### config.mk
export PLATFORM = sky130hd
export DESIGN_NAME = arm_block_transfer_sequencer
export DESIGN_NICKNAME = d
export VERILOG_FILES = /design/src/design/abts_pkg.sv /design/src/design/abts_addr_unit.sv /design/src/design/arm_block_transfer_sequencer.sv
export SDC_FILE = /design/constraint.sdc
export NUM_CORES = 1
export LEC_CHECK = 0
export ABC_AREA = 1
export BUFFER_PORTS_ARGS = -buffer_cell sky130_fd_sc_hd__buf_2
export CAP_MARGIN = 20
export CORE_UTILIZATION = 52
export CTS_CLUSTER_DIAMETER = 100
export DETAILED_ROUTE_END_ITERATION = 8
export PLACE_DENSITY = 0.76
export SLEW_MARGIN = 20
export SYNTH_ARGS = -nofsm -noshare
export SYNTH_HDL_FRONTEND = slang
export SYNTH_SLANG_ARGS = --single-unit
### constraint.sdc
create_clock -name clock -period 4.58 [get_ports clock]
set_clock_uncertainty 0.05 [all_clocks]
set_input_delay 0.229 -clock clock [delete_from_list [all_inputs] [get_ports clock]]
set_output_delay 0.229 -clock clock [all_outputs]
set_load 0.005 [all_outputs]
### src/design/abts_pkg.sv
`timescale 1ns / 1ps

package abts_pkg;

   localparam int ADDR_W          = 32;
   localparam int LIST_W          = 16;
   localparam int REG_W           = 4;
   localparam int CYCLES_W        = 5;
   localparam int NUM_REGS_DEF    = 16;
   localparam int ADDR_SPACE_DEF  = 26;
   localparam logic [REG_W-1:0] PC_REG = 4'd15;

   typedef enum logic [2:0] {
      KIND_XFER     = 3'd0,
      KIND_WB       = 3'd1,
      KIND_DONE     = 3'd2,
      KIND_ADDR_EXC = 3'd3,
      KIND_ABORT    = 3'd4
   } kind_type;

   // instruction bits 24:23, bit 0 is the up/down bit
   typedef enum logic [1:0] {
      MODE_DA = 2'd0,
      MODE_IA = 2'd1,
      MODE_DB = 2'd2,
      MODE_IB = 2'd3
   } mode_type;

   typedef struct packed {
      logic              op;
      logic [LIST_W-1:0] reg_list;
      mode_type          addr_mode;
      logic              s_flag;
      logic              write_back;
      logic [REG_W-1:0]  base_reg;
      logic [ADDR_W-1:0] base_addr;
      logic              mem_fault;
   } req_type;

   typedef struct packed {
      kind_type            kind;
      logic [ADDR_W-1:0]   word_addr;
      logic [REG_W-1:0]    reg_num;
      logic                user_bank;
      logic                restore_psr;
      logic [ADDR_W-1:0]   wb_value;
      logic [CYCLES_W-1:0] cycles;
      logic                flush;
      logic                last;
   } rsp_type;

   // operand set for the shared address adder
   typedef struct packed {
      logic [ADDR_W-1:0] a;
      logic [ADDR_W-1:0] b;
      logic              sub;
   } add_op_type;

endpackage

### src/design/abts_addr_unit.sv
`timescale 1ns / 1ps

// shared 32-bit add/subtract unit for start, end and step addresses
module abts_addr_unit (
   input  abts_pkg::add_op_type          op,
   output logic [abts_pkg::ADDR_W-1:0]   y
);

   always_comb begin
      if (op.sub) begin
         y = op.a - op.b;
      end else begin
         y = op.a + op.b;
      end
   end

endmodule

### src/design/arm_block_transfer_sequencer.sv
`timescale 1ns / 1ps

// Order: after a request is accepted, START and END form the addresses; CHECK strobes an
// exception or a load write-back item, XFER then strobes transfers one per cycle, POST a store
// write-back item and DONE the closing item. Busy stays high from the accept until the closing
// item or exception is strobed, and a new request is taken only once the sequencer is idle.
// Reset: synchronous, active high; returns to idle with the strobe low.
// Results are strobed for one cycle each; the receiver cannot stall them.
module arm_block_transfer_sequencer #(
   parameter int NUM_REGS        = abts_pkg::NUM_REGS_DEF,
   parameter int ADDR_SPACE_BITS = abts_pkg::ADDR_SPACE_DEF
) (
   input  logic              clock,
   input  logic              reset,
   input  logic              start,
   output logic              busy,
   input  abts_pkg::req_type req_data,
   output logic              rsp_valid,
   output abts_pkg::rsp_type rsp_data
);

   localparam int CNT_W = $clog2(NUM_REGS + 1);
   // list bits at or above NUM_REGS never take part
   localparam logic [abts_pkg::LIST_W-1:0] LIST_MASK =
      abts_pkg::LIST_W'((33'd1 << NUM_REGS) - 33'd1);

   // Sequencer:
   //   START  adder forms the first transfer address
   //   END    adder forms the write-back (end) address
   //   CHECK  address space check, memory fault, load write-back item
   //   XFER   one listed register per cycle, adder steps the address by 4
   //   POST   store write-back item
   //   DONE   closing item
   typedef enum logic [2:0] {
      S_IDLE,
      S_START,
      S_END,
      S_CHECK,
      S_XFER,
      S_POST,
      S_DONE
   } state_type;

   state_type                      state_ff;
   logic                           store_ff;
   abts_pkg::mode_type             mode_ff;
   logic                           s_ff;
   logic                           do_wb_ff;
   logic [abts_pkg::REG_W-1:0]     base_reg_ff;
   logic [abts_pkg::ADDR_W-1:0]    base_ff;
   logic                           fault_ff;
   logic                           has_pc_ff;
   logic [abts_pkg::LIST_W-1:0]    rem_ff;
   logic [CNT_W-1:0]               count_ff;
   logic [abts_pkg::ADDR_W-1:0]    addr_ff;
   logic [abts_pkg::ADDR_W-1:0]    end_ff;
   logic                           rsp_valid_ff;
   abts_pkg::rsp_type              rsp_ff;

   logic [abts_pkg::LIST_W-1:0]    list_in;
   logic [CNT_W-1:0]               count_in;
   logic [abts_pkg::ADDR_W-1:0]    size;
   abts_pkg::add_op_type           add_op;
   logic [abts_pkg::ADDR_W-1:0]    add_y;
   logic [abts_pkg::REG_W-1:0]     low_idx;
   logic [abts_pkg::LIST_W-1:0]    rem_in;
   logic                           xfer_ub;
   logic                           wb_ub;
   logic [abts_pkg::CYCLES_W-1:0]  done_cycles;

   assign busy      = (state_ff != S_IDLE);
   assign rsp_valid = rsp_valid_ff;
   assign rsp_data  = rsp_ff;

   // register count of the masked list, taken at accept
   always_comb begin
      list_in  = req_data.reg_list & LIST_MASK;
      count_in = '0;
      for (int i = 0; i < abts_pkg::LIST_W; i++) begin
         count_in = count_in + CNT_W'(list_in[i]);
      end
   end

   assign size = abts_pkg::ADDR_W'(count_ff) << 2;

   // operand select for the shared adder
   always_comb begin
      add_op.a   = base_ff;
      add_op.b   = '0;
      add_op.sub = 1'b0;
      unique case (state_ff)
         S_START: begin
            unique case (mode_ff)
               abts_pkg::MODE_IA: begin
                  add_op.b = '0;
               end
               abts_pkg::MODE_IB: begin
                  add_op.b = abts_pkg::ADDR_W'(4);
               end
               abts_pkg::MODE_DB: begin
                  add_op.b   = size;
                  add_op.sub = 1'b1;
               end
               abts_pkg::MODE_DA: begin
                  // base - size + 4
                  add_op.b   = size - abts_pkg::ADDR_W'(4);
                  add_op.sub = 1'b1;
               end
            endcase
         end
         S_END: begin
            add_op.b   = size;
            add_op.sub = ~mode_ff[0];
         end
         S_XFER: begin
            add_op.a = addr_ff;
            add_op.b = abts_pkg::ADDR_W'(4);
         end
         default: begin
            add_op.a = base_ff;
         end
      endcase
   end

   abts_addr_unit u_addr (
      .op (add_op),
      .y  (add_y)
   );

   // lowest register still to move
   always_comb begin
      low_idx = '0;
      for (int i = abts_pkg::LIST_W - 1; i >= 0; i--) begin
         if (rem_ff[i]) begin
            low_idx = abts_pkg::REG_W'(i);
         end
      end
      rem_in = rem_ff & ~(abts_pkg::LIST_W'(1) << low_idx);
   end

   // bank choice: loads with S and no PC go to the user bank, stores with S too
   assign xfer_ub     = store_ff ? s_ff : (s_ff & ~has_pc_ff);
   assign wb_ub       = ~store_ff & s_ff & ~has_pc_ff;
   assign done_cycles = (count_ff == '0) ? abts_pkg::CYCLES_W'(2)
                                         : abts_pkg::CYCLES_W'(count_ff) + 1'b1;

   always_ff @(posedge clock) begin
      if (reset) begin
         state_ff     <= S_IDLE;
         rsp_valid_ff <= 1'b0;
      end else begin
         rsp_valid_ff <= 1'b0;
         rsp_ff       <= '0;
         unique case (state_ff)
            S_IDLE: begin
               if (start) begin
                  store_ff    <= req_data.op;
                  mode_ff     <= req_data.addr_mode;
                  s_ff        <= req_data.s_flag;
                  do_wb_ff    <= req_data.write_back &&
                                 (req_data.base_reg != abts_pkg::PC_REG);
                  base_reg_ff <= req_data.base_reg;
                  base_ff     <= req_data.base_addr;
                  fault_ff    <= req_data.mem_fault;
                  has_pc_ff   <= list_in[abts_pkg::PC_REG];
                  rem_ff      <= list_in;
                  count_ff    <= count_in;
                  state_ff    <= S_START;
               end
            end
            S_START: begin
               addr_ff  <= add_y;
               state_ff <= S_END;
            end
            S_END: begin
               end_ff   <= add_y;
               state_ff <= S_CHECK;
            end
            S_CHECK: begin
               // address check wins over the memory fault
               if ((addr_ff >> ADDR_SPACE_BITS) != '0) begin
                  rsp_valid_ff     <= 1'b1;
                  rsp_ff.kind      <= abts_pkg::KIND_ADDR_EXC;
                  rsp_ff.word_addr <= addr_ff;
                  rsp_ff.cycles    <= abts_pkg::CYCLES_W'(2);
                  rsp_ff.flush     <= 1'b1;
                  rsp_ff.last      <= 1'b1;
                  state_ff         <= S_IDLE;
               end else if (fault_ff) begin
                  rsp_valid_ff     <= 1'b1;
                  rsp_ff.kind      <= abts_pkg::KIND_ABORT;
                  rsp_ff.word_addr <= addr_ff;
                  rsp_ff.cycles    <= abts_pkg::CYCLES_W'(2);
                  rsp_ff.flush     <= 1'b1;
                  rsp_ff.last      <= 1'b1;
                  state_ff         <= S_IDLE;
               end else begin
                  // load write-back goes first so a loaded base overrides it
                  if (!store_ff && do_wb_ff) begin
                     rsp_valid_ff     <= 1'b1;
                     rsp_ff.kind      <= abts_pkg::KIND_WB;
                     rsp_ff.reg_num   <= base_reg_ff;
                     rsp_ff.user_bank <= wb_ub;
                     rsp_ff.wb_value  <= end_ff;
                  end
                  state_ff <= S_XFER;
               end
            end
            S_XFER: begin
               if (rem_ff != '0) begin
                  rsp_valid_ff       <= 1'b1;
                  rsp_ff.kind        <= abts_pkg::KIND_XFER;
                  rsp_ff.word_addr   <= addr_ff;
                  rsp_ff.reg_num     <= low_idx;
                  rsp_ff.user_bank   <= xfer_ub;
                  rsp_ff.restore_psr <= ~store_ff & s_ff & has_pc_ff &
                                        (low_idx == abts_pkg::PC_REG);
                  addr_ff            <= add_y;
                  rem_ff             <= rem_in;
               end else begin
                  state_ff <= S_POST;
               end
            end
            S_POST: begin
               if (store_ff && do_wb_ff) begin
                  rsp_valid_ff    <= 1'b1;
                  rsp_ff.kind     <= abts_pkg::KIND_WB;
                  rsp_ff.reg_num  <= base_reg_ff;
                  rsp_ff.wb_value <= end_ff;
               end
               state_ff <= S_DONE;
            end
            S_DONE: begin
               rsp_valid_ff  <= 1'b1;
               rsp_ff.kind   <= abts_pkg::KIND_DONE;
               rsp_ff.cycles <= done_cycles;
               rsp_ff.flush  <= ~store_ff & has_pc_ff;
               rsp_ff.last   <= 1'b1;
               state_ff      <= S_IDLE;
            end
            default: begin
               state_ff <= S_IDLE;
            end
         endcase
      end
   end

endmodule
Word level (Yosys, flattened, before mapping). Index checks and enable logic that the tools add are counted.

ROM bits: 0. Register bits after elaboration: 212. Latch bits: 0. Memories kept: 0. Memory bits (writable): 0.

Multiplexer cells: 62. Shift operators: 1. Add/sub/neg operators: 19. Div/mod/pow operators: 0. $mul: 0. Reduce and logical (&&, ||, !) cells: 19. Magnitude comparators: 0. Eq/ne operators: 14. Bitwise operators: 12.

Operator list (count): $mux 32 (8); $pmux 32 s2 (3); $pmux 32 s4 (1); $pmux 32 s3 (1); $mux 4 (19); $add 5x1->5 (11); $mux 38 (1); $mux 35 (1); $add 32x32->32 (1); $mux 16 (2); $pmux 16 s2 (1); $reduce_bool 32->1 (1); $sub 32x32->32 (1); $mux 5 (4); $pmux 3 s6 (1); $and 16x16->16 (1); $not 16->16 (1); $reduce_bool 16->1 (1); $shl 1x4->16 const A (1); $mux 3 (5); $pmux 7 s2 (1); $pmux 3 s4 (1); $pmux 4 s3 (1); $eq 3x3->1 const B (3); other kinds (29) (56).

Logic depth before layout (Yosys ltp).
Depth after elaboration: 21. Depth in mapped cells: 28. Mapped depth without buffers: 28.

Modules after synthesis. Synthesis repeated with hierarchy kept, for this count alone.

Cells, all modules: 1411. Area, all modules: 12167.9 um^2.

Modules (own cells, without submodules): arm_block_transfer_sequencer (area an instance 8779.7 um^2, cells each 706, times used 1, seq. area each 6326.1 um^2); abts_addr_unit (area an instance 3388.2 um^2, cells each 705, times used 1, seq. area each 0.0 um^2).

Least setup slack after synthesis. OpenSTA, ideal clock, no wires.

Path kind: input -> register. From: input port reset. To: register base_ff[0] (netlist name), enable pin. Path slack: 27 ps. Arrival time: 4049 ps. Stages: 3. Library setup time: 454 ps. Cells stage by stage: inv_1 -> nand2_1 -> nor2_1.

Cells in the longest elaborated chain, start to end: 2.

RTL lines: start: declaration (RTL line arm_block_transfer_sequencer.sv:14) `input logic reset,`; $not 1->1 (no source line); $reduce_and 3->1 (no source line); end signal: assignment (RTL line arm_block_transfer_sequencer.sv:163) `base_ff <= req_data.base_addr;`; end: declaration (RTL line arm_block_transfer_sequencer.sv:50) `logic [abts_pkg::ADDR_W-1:0] base_ff;`.

No other way between the ends. A chain may end at the register's enable or synchronous reset.

Final worst setup path.
From: register count_ff[1]. To: register end_ff[27] (netlist name), data pin.

Cells in the longest elaborated chain, start to end: 5.

RTL lines: start: declaration (RTL line arm_block_transfer_sequencer.sv:54) `logic [CNT_W-1:0] count_ff;`; start signal: assignment (RTL line arm_block_transfer_sequencer.sv:167) `count_ff <= count_in;`; $sub 7x3->8 (RTL line arm_block_transfer_sequencer.sv:106) `add_op.b = size - abts_pkg::ADDR_W'(4);`; $pmux 32 s4 (RTL line arm_block_transfer_sequencer.sv:93) `unique case (mode_ff)`; $pmux 32 s3 (*) (RTL line arm_block_transfer_sequencer.sv:91) `unique case (state_ff)`; $add 32x32->32 or $sub 32x32->32 (tied branches) (RTL line abts_addr_unit.sv:13, abts_addr_unit.sv:11); $mux 32 (*) (RTL line abts_addr_unit.sv:10) `if (op.sub) begin`; named net add_y (one bit) (RTL line arm_block_transfer_sequencer.sv:64) `logic [abts_pkg::ADDR_W-1:0] add_y;`; end signal: assignment (RTL line arm_block_transfer_sequencer.sv:176) `end_ff <= add_y;`; end: declaration (RTL line arm_block_transfer_sequencer.sv:56) `logic [abts_pkg::ADDR_W-1:0] end_ff;`.

Mark *: on every way through the listed nets, which the timed path passes. The rest lies on a longest branch.

==> summary.md <==
| Metric | Value |
|---|---|
| Ant diodes | 0 |
| Clock root buffer master | sky130_fd_sc_hd__clkbuf_16 |
| Area growth syn-to-layout | 22.74% |
| Antenna violations before repair | 0 |
| Number of global-route vias before repair | about 7700 |
| Count of filler cells inserted in the layout | approximately 1600 |
| Final GP Congestion | a little over 0.9 |
| Cell Area, Placed | ~12000 sq um |
| Worst slew margin relative to its limit | 30.32% |
| Hold Crit Class | in -> reg |
| Number of synthesized register bits | 212 |
| CTS tree | built |
| Most used standard cell by instance count after synthesis | sky130_fd_sc_hd__edfxtp_1 |
| CP max-delay cell | sky130_fd_sc_hd__edfxtp_1 |
| Max Transition Viols Final | 0 |
| H-tree depth | 1 |
| Cells traversed along the worst timing path | inv_1 > ha_1 > o21ai_0 > a22oi_2 > ha_1 > nand2_1 > nor2_4 > nand2_1 > ha_1 > nand2_1 > nand2_1 > ha_1 > a21oi_1 > o21ai_0 > a21oi_1 > o21ai_2 > a21boi_1 > o21ai_0 > nand2_1 > nand2_1 > nand2_1 > nand2_1 |
| Achievable Freq | 239.6 MHz |
| Critical Path RT | around 4800 ps |
| Area of the die | 20930 sq um |
| Post-Route Hold Slack | 37.94 ps |
| Number of different library cells in the post-synthesis netlist | 47 |
| Most frequent CP cell | sky130_fd_sc_hd__nand2_1 |
| Setup-failing EPs final | 0 |
| Tightest Pin Transition | about 1000 ps |
| Fraction of synthesized cell area taken by the top area cell type | 59.02% |
| Static leakage | 5.800 nW |
| Number of sinks driven by the clock tree | around 210 |
| Die Wd | 144.7 um |
| Worst R2R Start | count_ff[1] |
| Via density | 5.176 |
| Run status | finished clean |
| Proportion of layout cells with a drive suffix above 1 | 17.54% |
| Number of nets in the synthesized netlist | approximately 1100 |
| Final cell utilization of the core | between 60 and 70% |
| Post-layout instance area | ~13000 sq um |
| Wire length of the first global-routing pass | 37930 um |
| Violation count after the first detailed-routing iteration | 634 |
| Max stage delay on crit path | 430 ps |
| Area contributors post-synth | sky130_fd_sc_hd__edfxtp_1 (59%), sky130_fd_sc_hd__nand2_1 (7.0%), sky130_fd_sc_hd__inv_1 (5.7%), sky130_fd_sc_hd__ha_1 (5.3%), sky130_fd_sc_hd__nor2_1 (4.1%) |
| Post-synth top flop | sky130_fd_sc_hd__edfxtp_1 |
| Min Clock Period, post-route | about 4200 ps |
| Max cap viols | 0 |
| Final Hold Violating Endpoints | 0 |
| Min-delay src | req_data[41] |
| Final Cycle Share | 91.11% |
| Number of I/O port buffers | 142 |
| Launching instance or port of the critical path | count_ff[1] |
| Crit path launch type | flip-flop |
| Number of I/O pins | 143 |
| Global Route Usage Sum | 23.59% |
| Remaining Overflow, GRT | 0 |
| Kind of end point of the critical path | flip-flop |
| DRC violation count after routing | 0 |
| CP arrival | around 4400 ps |
| Fin nets | 1360 |
| Initial core utilization | between 50% and 60% |
| Most used standard cells in the synthesized netlist | sky130_fd_sc_hd__edfxtp_1 (208), sky130_fd_sc_hd__nand2_1 (197), sky130_fd_sc_hd__inv_1 (161) |
| HPWL after DPL | ~17000 um |
| Number of synthesis warnings | 0 |
| Post-synthesis async set-or-reset flop share | 0% |
| EDFF count, synth | 208 |
| Mapped Avg Cell Area | 10.33 sq um |
| Vertical die dimension | about 140 um |
| Buffer levels on the longest clock path | 3 |
| Total via count in the routed design | 7893 |
| Core Rows | slightly above 50 |
| Number of buffers created by CTS | 23 |
| Reg clk slew, reported paths | 70 ps |
| Setup tns final | 0 ps |
| Wire length per cell after detailed routing | 15.83 um |
| Pin count of the biggest net entering global routing | 88 |
| Post-DRT Antenna Nets | 0 |
| Share of synthesized area occupied by flip-flops and latches | 59.78% |
| Setup CP Type | reg -> reg |
| Cell Area, Synth | between 10000 and 15000 sq um |
| Cell accounting for the most synthesized area | sky130_fd_sc_hd__edfxtp_1 |
| First drt pass iteration count | 5 |
| Critical-path maximum fanout | 6 |
| Power density over the cells | ~460 nW/um^2 |
| Unrepaired setup endpoints after global routing | false |
| Area of the core region | 19720 sq um |
| Wire length after detailed routing | about 24000 um |
| Worst-skew pair later-pin latency | 500 ps |
| Synth Instances | 1024 |
| Maximum vdd ir drop | about 0.33 mV |
## per-layer routing
| metal | vias up | track usage [%] | part of all wire [%] |
|---|---|---|---|
| li1 | 3891 | - | - |
| met1 | 3694 | 33.24 | 46 |
| met2 | 283 | 38.69 | 47 |
| met3 | 25 | 3.323 | 6.0 |
| met4 | 0 | 5.596 | 1.2 |
| met5 | - | 0 | 0 |
## final cells by class
cell class | count | area (sq um) | area share [%]
multi-input cells | 628 | 3625 | 27.91
well taps | 265 | 331.6 | 2.553
clock inverters | 10 | 73.82 | 0.5683
repair buffers | 213 | 1401 | 10.79
inverters | 166 | 624.3 | 4.807
flip-flops and latches | 212 | 6327 | 48.71
clock buffers | 31 | 605.6 | 4.662
## report_power, final
part           switching (mW)  total, mW  internal, mW  leakage (nW)
combinational            1.10       1.74         0.637          3.44
sequential             0.0562       2.50          2.44          2.03
clock                   0.720       1.70         0.980         0.323
## placed cells by master (no fill, tap or decap), types with 8 or more instances in the layout
master                            n
sky130_fd_sc_hd__fa_1            10
sky130_fd_sc_hd__xor2_1          21
sky130_fd_sc_hd__nand4_1         17
sky130_fd_sc_hd__nand2_1        197
sky130_fd_sc_hd__nand3_1         33
sky130_fd_sc_hd__ha_1            44
sky130_fd_sc_hd__edfxtp_1       208
sky130_fd_sc_hd__buf_2          142
sky130_fd_sc_hd__clkbuf_16       23
sky130_fd_sc_hd__dlygate4sd3_1   55
sky130_fd_sc_hd__buf_4           15
sky130_fd_sc_hd__inv_1          160
sky130_fd_sc_hd__nor2_1         112
sky130_fd_sc_hd__xnor2_1         15
sky130_fd_sc_hd__o21ai_0         64
sky130_fd_sc_hd__clkbuf_1         8
sky130_fd_sc_hd__a21oi_1         43
## logic make-up after synthesis
kind of cell             Yosys count  synth area share [%]
adder cells (fa/ha/maj)           55                 7.212
AO/OA/AOI/OAI                    150                 8.123
buffers and inverters            184                 6.680
AND/OR/NAND/NOR                  387                 15.23
flip-flops                       212                 59.78
XOR/XNOR                          36                 2.979
## sequential cells by signal (all words and copies together) (netlist names), 2 cells and up
register     cells
base_reg_ff      4
end_ff          32
count_ff         5
state_ff         3
addr_ff         32
rem_ff          16
rsp_data        80
base_ff         32
mode_ff          2
## worst max-delay path, delay by kind of cell, from the launching register on
family | cells | cell delay (ps)
AO/OA/AOI/OAI | 8 | 1410
adder cells (fa/ha/maj) | 4 | 1180
buffers and inverters | 1 | 80
flip-flops | 1 | 430
AND/OR/NAND/NOR | 9 | 740
## what timing repair did
action | CTS | global route
setup endpoints to repair | 0 | 14
resized for setup | 0 | 9
hold buffers | 55 | 0
buffers inserted | 0 | 4
endpoints found under the hold margin | 57 | 0
## worst paths after layout
kind / endpoint / depth (start not counted) / slack [ps]
setup / recovery: end_ff[27] / 22 / 410
hold / removal: rem_ff[0] / 3 / 40
setup reg to reg: end_ff[27] / 22 / 410
hold reg to reg: rsp_data[11] / 2 / 500
## metrics by stage
stage	power, mW	setup WS [ps]	cells
after floorplan	3.714	27.00	1024
after global placement	4.149	361.9	1424
after detailed placement	4.177	277.1	1424
after CTS	5.914	223.2	1520
after global routing	6.257	61.97	1525
final	5.935	407.2	1525
Power figures use the tool's default switching activity.
